--- config.mk ---
export PLATFORM = sky130hd
export DESIGN_NAME = rsa_alu
export DESIGN_NICKNAME = d
export VERILOG_FILES = /design/src/rtl/rpn_stack_alu_core_defines.svh /design/src/rtl/rsa_pkg.sv /design/src/rtl/rsa_alu.sv
export SDC_FILE = /design/constraint.sdc
export NUM_CORES = 1
export LEC_CHECK = 0
export BUFFER_PORTS_ARGS = -buffer_cell sky130_fd_sc_hd__buf_2
export CAP_MARGIN = 30
export CELL_PAD_IN_SITES_DETAIL_PLACEMENT = 1
export CELL_PAD_IN_SITES_GLOBAL_PLACEMENT = 1
export CORE_AREA = 10 10 152 210
export DETAILED_ROUTE_END_ITERATION = 8
export DIE_AREA = 0 0 162 220
export MAX_ROUTING_LAYER = met4
export PLACE_DENSITY_LB_ADDON = 0.12
export SLEW_MARGIN = 40
export SYNTH_ARGS = -nofsm -noshare
export SYNTH_HDL_FRONTEND = slang
export SYNTH_SLANG_ARGS = --single-unit
--- constraint.sdc ---
create_clock -name clk -period 14.25 [get_ports clk]
set_input_delay 0.7125 -clock clk [delete_from_list [all_inputs] [get_ports clk]]
set_output_delay 0.7125 -clock clk [all_outputs]
set_load 0.005 [all_outputs]
--- src/rtl/rpn_stack_alu_core_defines.svh ---
// Assertion helpers for the RPN stack ALU
`ifndef RPN_STACK_ALU_CORE_DEFINES_SVH
`define RPN_STACK_ALU_CORE_DEFINES_SVH

// same-cycle implication
`define RSA_ASSERT_NOW(lbl, ante, cons, msg) \
  lbl: assert property (@(posedge clk) disable iff (rst) (ante) |-> (cons)) else $error(msg);

// next-cycle implication
`define RSA_ASSERT_NEXT(lbl, ante, cons, msg) \
  lbl: assert property (@(posedge clk) disable iff (rst) (ante) |=> (cons)) else $error(msg);

`endif

--- src/rtl/rsa_pkg.sv ---
package rsa_pkg;

  localparam int DATA_W          = 32;
  localparam int OPC_W           = 3;
  localparam int IDX_W           = 10;
  localparam int ST_W            = 3;
  localparam int DEPTH_W         = 11;
  localparam int STACK_DEPTH_DEF = 1024;

  typedef enum logic [OPC_W-1:0] {
    OP_PUSH     = 3'd0,
    OP_POP      = 3'd1,
    OP_ADD      = 3'd2,
    OP_SUB      = 3'd3,
    OP_MUL      = 3'd4,
    OP_DIV      = 3'd5,
    OP_PEEK_TOP = 3'd6,
    OP_PEEK_BOT = 3'd7
  } opcode_t;

  typedef enum logic [ST_W-1:0] {
    ST_OK    = 3'd0,
    ST_EMPTY = 3'd1,
    ST_FEW   = 3'd2,
    ST_DIV0  = 3'd3,
    ST_RANGE = 3'd4,
    ST_FULL  = 3'd5
  } status_t;

  typedef enum logic [1:0] {
    ALU_ADD,
    ALU_SUB,
    ALU_MUL,
    ALU_DIV
  } alu_op_t;

  typedef struct packed {
    logic    start;
    alu_op_t op;
  } alu_req_t;

  typedef enum logic [2:0] {
    A_IDLE,
    A_ADD,
    A_MUL,
    A_NEGA,
    A_NEGB,
    A_DIV,
    A_FIX,
    A_DONE
  } alu_state_t;

  typedef enum logic [2:0] {
    S_IDLE,
    S_DECODE,
    S_RD_WAIT,
    S_RD_B,
    S_RD_A,
    S_ALU,
    S_DONE
  } ctl_state_t;

endpackage

--- src/rtl/rsa_alu.sv ---
module rsa_alu (
  input  logic                       clk,
  input  logic                       rst,
  input  rsa_pkg::alu_req_t          req,
  input  logic [rsa_pkg::DATA_W-1:0] a,
  input  logic [rsa_pkg::DATA_W-1:0] b,
  output logic                       done,
  output logic [rsa_pkg::DATA_W-1:0] result
);
  import rsa_pkg::*;

  localparam int SW  = DATA_W + 2;
  localparam int CNW = $clog2(DATA_W);

  alu_state_t        phase, phase_next;
  alu_op_t           op_r;
  logic [DATA_W-1:0] xr, yr, acc;
  logic [CNW-1:0]    cnt;
  logic              negq;
  logic [SW-1:0]     add_x, add_y, add_s;
  logic              add_sub;
  logic              last;

  assign last = (cnt == CNW'(DATA_W - 1));

  // one shared adder / subtractor
  always_comb begin
    add_x   = '0;
    add_y   = {2'b00, xr};
    add_sub = 1'b1;
    case (phase)
      A_ADD: begin
        add_x   = {2'b00, xr};
        add_y   = {2'b00, yr};
        add_sub = (op_r == ALU_SUB);
      end
      A_MUL: begin
        add_x   = {2'b00, acc};
        add_y   = {2'b00, xr};
        add_sub = 1'b0;
      end
      A_NEGB: begin
        add_y = {2'b00, yr};
      end
      A_DIV: begin
        add_x = {1'b0, acc, xr[DATA_W-1]};
        add_y = {2'b00, yr};
      end
      default: begin
        add_x = '0;
      end
    endcase
    add_s = add_sub ? (add_x - add_y) : (add_x + add_y);
  end

  always_comb begin
    phase_next = phase;
    case (phase)
      A_IDLE: begin
        if (req.start) begin
          case (req.op)
            ALU_MUL: phase_next = A_MUL;
            ALU_DIV: phase_next = A_NEGA;
            default: phase_next = A_ADD;
          endcase
        end
      end
      A_ADD:   phase_next = A_DONE;
      A_MUL:   phase_next = last ? A_DONE : A_MUL;
      A_NEGA:  phase_next = A_NEGB;
      A_NEGB:  phase_next = A_DIV;
      A_DIV:   phase_next = last ? A_FIX : A_DIV;
      A_FIX:   phase_next = A_DONE;
      A_DONE:  phase_next = A_IDLE;
      default: phase_next = A_IDLE;
    endcase
  end

  always_comb begin
    done   = (phase == A_DONE);
    result = (op_r == ALU_DIV) ? xr : acc;
  end

  always_ff @(posedge clk) begin
    if (rst) begin
      phase <= A_IDLE;
    end else begin
      phase <= phase_next;
      case (phase)
        A_IDLE: begin
          if (req.start) begin
            xr   <= a;
            yr   <= b;
            op_r <= req.op;
            acc  <= '0;
            cnt  <= '0;
          end
        end
        A_ADD: begin
          acc <= add_s[DATA_W-1:0];
        end
        A_MUL: begin
          if (yr[0]) begin
            acc <= add_s[DATA_W-1:0];
          end
          xr  <= {xr[DATA_W-2:0], 1'b0};
          yr  <= {1'b0, yr[DATA_W-1:1]};
          cnt <= cnt + CNW'(1);
        end
        A_NEGA: begin
          negq <= xr[DATA_W-1] ^ yr[DATA_W-1];
          if (xr[DATA_W-1]) begin
            xr <= add_s[DATA_W-1:0];
          end
        end
        A_NEGB: begin
          if (yr[DATA_W-1]) begin
            yr <= add_s[DATA_W-1:0];
          end
          acc <= '0;
          cnt <= '0;
        end
        A_DIV: begin
          if (!add_s[SW-1]) begin
            acc <= add_s[DATA_W-1:0];
            xr  <= {xr[DATA_W-2:0], 1'b1};
          end else begin
            acc <= {acc[DATA_W-2:0], xr[DATA_W-1]};
            xr  <= {xr[DATA_W-2:0], 1'b0};
          end
          cnt <= cnt + CNW'(1);
        end
        A_FIX: begin
          // floor: inexact negative quotient is -(q+1) = ~q
          if (negq) begin
            xr <= (acc != '0) ? ~xr : add_s[DATA_W-1:0];
          end
        end
        default: begin
        end
      endcase
    end
  end

endmodule
==> impl_metrics.ini <==
[run_status]
status = completed

[min_path]
hold_start = req[1]
hold_path_depth = 1
hp-class = in2reg
worst_hold_path.endpoint = op_r[1]$_DFFE_PP_

[clock_tree]
cts_root_buf = clkbuf_16
tritoncts = yes
htree_levels = 3
cts_inserted_buffers = 9
cts_setup_buffers = 0
clk_latency_ns = 0.38
cts_sinks = 107
ctsResizeCount = 0
hold_buffers = 0
clockBufferDepth = 2
cts.clk_slew.worst_paths_ns = 0.08

[die]
initial_core_util = 0.3418
die_h_microns = 220
num_io_pins = 102
row_count = 73
die_area_sq_mm = 0.03564
fp.coreArea_sq_mm = 0.02813
die_w_microns = 162

[route]
wl_microns = 41050
first_pass_iters = 6
antenna_left = 0
num_vias = 9341
viasPerCell = 6.042
drt_iter0_drc = 745
drc_errors = 0
routedWlPerCell_microns = 26.55

[setup_path]
r2r_cells = 21
start_kind = register
crit_type = reg2reg
regToRegStartpoint = phase[2]$_SDFFE_PP0P_
cp.arrival_ns = 7.11
end_kind = register
path_max_fanout = 39
critPathRequiredTime_ns = 14.38
r2r_slack_ns = 7.26
r2r_end = acc[18]$_DFFE_PP_

[timing]
relSlewSlack = 0.4527
tns_ns = 0
setup_viol = 0
worstMarginPinSlew_ns = 0.8209
slew_viol_final = 0
fin_crit_ns = 6.985
fmax_mhz = 143.2
rsz0062_at_grt = no
fin_skew_ns = 0.01114
period_share = 0.4902
hold_viol = 0
setup_ws_ns = 7.265

[grt]
grt-ovfl-total = 0
antenna_found_initial = 0
grt_max_degree = 40
grt_use_total = 0.2325
grt_pass1_wl_microns = 61690
grt_pass1_vias = 9897

[place]
dp_hpwl_microns = 29960
port_buffers = 101
place_congestion = 0.9303
place_ws_ns = 7.333

[finish]
ff_latch_area_sq_mm = 0.003184
area_growth_pct = 12.52
layout_common_cells = 104 x edfxtp_1, 103 x o21ai_0, 102 x nand2_1, 101 x nor2_1, 101 x buf_2
layout-drive-gt1-share = 0.1682
multiInputGateArea_sq_mm = 0.006110
antenna_cells = 0
nets = 1272
final_common_cell = edfxtp_1
n_fill_cell = 3389

[yosys]
synth_seq_area_share = 0.3311
ys_seq_elements = 107
syn_avg_cell_area_sq_um = 8.732
synth_edf_count = 104
ys.flop_type = edfxtp_1
yosys_warnings = 0
synthArstFlopShare = 0
ys_types = 69
synth_nets = 1207
syn_inst = 1101
syn_area_sq_mm = 0.009614

[power]
power_density_mw_per_mm2 = 214.3
p_sw_uw = 1210
ir_worst_vdd_mv = 0.07462
p_int_uw = 1109
pwr-share-seq = 0.257
clkPwrFrac = 0.112
p_comb_frac = 0.631
p_sw_frac = 0.5218
p_leak_uw = 0.004276

[job]
cap_violations = 0
==> state kept, by name, indices dropped and copies added, names as in the netlist <==
signal,flops
op_r,2
phase,3
negq,1
acc,32
xr,32
yr,32
cnt,5
==> synthesized netlist by cell type, drive strengths merged, types with 9 or more instances <==
| library cell | n | share of area |
|---|---|---|
| a311o | 13 | 0.014 |
| nand4 | 9 | 0.0065 |
| a22oi | 26 | 0.020 |
| buf | 18 | 0.010 |
| o221ai | 16 | 0.015 |
| mux2 | 34 | 0.040 |
| a222oi | 15 | 0.016 |
| nor4 | 13 | 0.0085 |
| a21o | 20 | 0.016 |
| clkbuf | 50 | 0.020 |
| o21a | 15 | 0.012 |
| xor2 | 26 | 0.024 |
| edfxtp | 104 | 0.32 |
| nor3 | 43 | 0.024 |
| ha | 36 | 0.047 |
| nand2 | 103 | 0.040 |
| mux2i | 72 | 0.075 |
| o21ai | 119 | 0.062 |
| nor2 | 103 | 0.040 |
| nand3 | 19 | 0.0099 |
| a21oi | 69 | 0.036 |
| o211ai | 14 | 0.011 |
| a31oi | 9 | 0.0065 |
| inv | 29 | 0.011 |
| xnor2 | 32 | 0.031 |
==> area by class of cell <==
cell class	count	area share
Inverter	30	0.01041
Clock inverter	7	0.004973
Multi-Input combinational cell	896	0.5648
Tap cell	375	0.04337
Sequential cell	107	0.2944
Clock buffer	9	0.02082
Timing Repair Buffer	122	0.06130
==> metal layers <==
layer | share of wire | wire length (microns) | track usage
met5 | 0 | 0 | -
met2 | 0.52 | 21200 | 0.4078
met1 | 0.42 | 17060 | 0.2727
met4 | 0.027 | 1093 | 0.07629
met3 | 0.041 | 1693 | 0.02446
==> kinds of logic after synthesis <==
group / share of synthesized area
and+or+nand+nor: 0.1572
AOI/OAI and AO/OA: 0.2517
DFF: 0.3311
muxes: 0.1148
buffers and inverters: 0.04151
xor gates and xnor gates: 0.05479
adders and majority gates: 0.04893
==> power groups by stage <==
stage | registers, uW | logic [uW] | clock network, uW
2_1_floorplan | 530 | 1040 | 0
3_3_place_gp | 601 | 1440 | 0
3_5_place_dp | 600 | 1450 | 0
4_1_cts | 593 | 1460 | 265
5_1_grt | 606 | 1600 | 273
6_report | 596 | 1460 | 259
==> critical path: stages (launching register included) <==
cell and delay (ns):
dfxtp_2 0.72, buf_4 0.62, o21bai_4 0.28, mux2i_1 0.30, ha_1 0.24, o21ai_0 0.23
nor2b_1 0.33, nand3_1 0.16, o21bai_1 0.22, o21ai_0 0.21, xnor2_1 0.15, ha_1 0.32
a21o_1 0.22, a21o_1 0.21, a21o_1 0.16, or3_1 0.32, o211ai_1 0.27, a311oi_2 0.21
xnor2_4 0.59, buf_4 0.52, nor3_1 0.09, a311o_1 0.33
==> how the worst max path moves through the flow <==
| stage | slack (ns) | endpoint | start | cells after the start |
|---|---|---|---|---|
| floorplan | 8.62 | acc[18]$_DFFE_PP_ | phase[0]$_SDFFE_PP0P_ | 24 |
| global placement | 7.47 | acc[8]$_DFFE_PP_ | phase[2]$_SDFFE_PP0P_ | 20 |
| detailed placement | 7.33 | acc[22]$_DFFE_PP_ | phase[2]$_SDFFE_PP0P_ | 20 |
| CTS | 7.32 | acc[18]$_DFFE_PP_ | phase[2]$_SDFFE_PP0P_ | 20 |
| global route | 6.85 | acc[11]$_DFFE_PP_ | phase[2]$_SDFFE_PP0P_ | 20 |
| finish | 7.26 | acc[18]$_DFFE_PP_ | phase[2]$_SDFFE_PP0P_ | 21 |
==> metrics by stage <==
stage | std cells | total power [uW] | hold slack, ns | area [sq um] | utilization
2_1_floorplan | 1101 | 1572 | 0.5627 | 9614 | -
5_1_grt | 1546 | 2483 | 0.5202 | 10820 | 0.3845
6_report | 1546 | 2318 | 0.5299 | 10820 | 0.3845
4_1_cts | 1546 | 2320 | 0.5135 | 10810 | 0.3843
3_3_place_gp | 1530 | 2038 | 0.5920 | 10510 | 0.3736
3_5_place_dp | 1530 | 2053 | 0.5996 | 10530 | 0.3744
No activity file was read; power rests on OpenSTA's default activity.
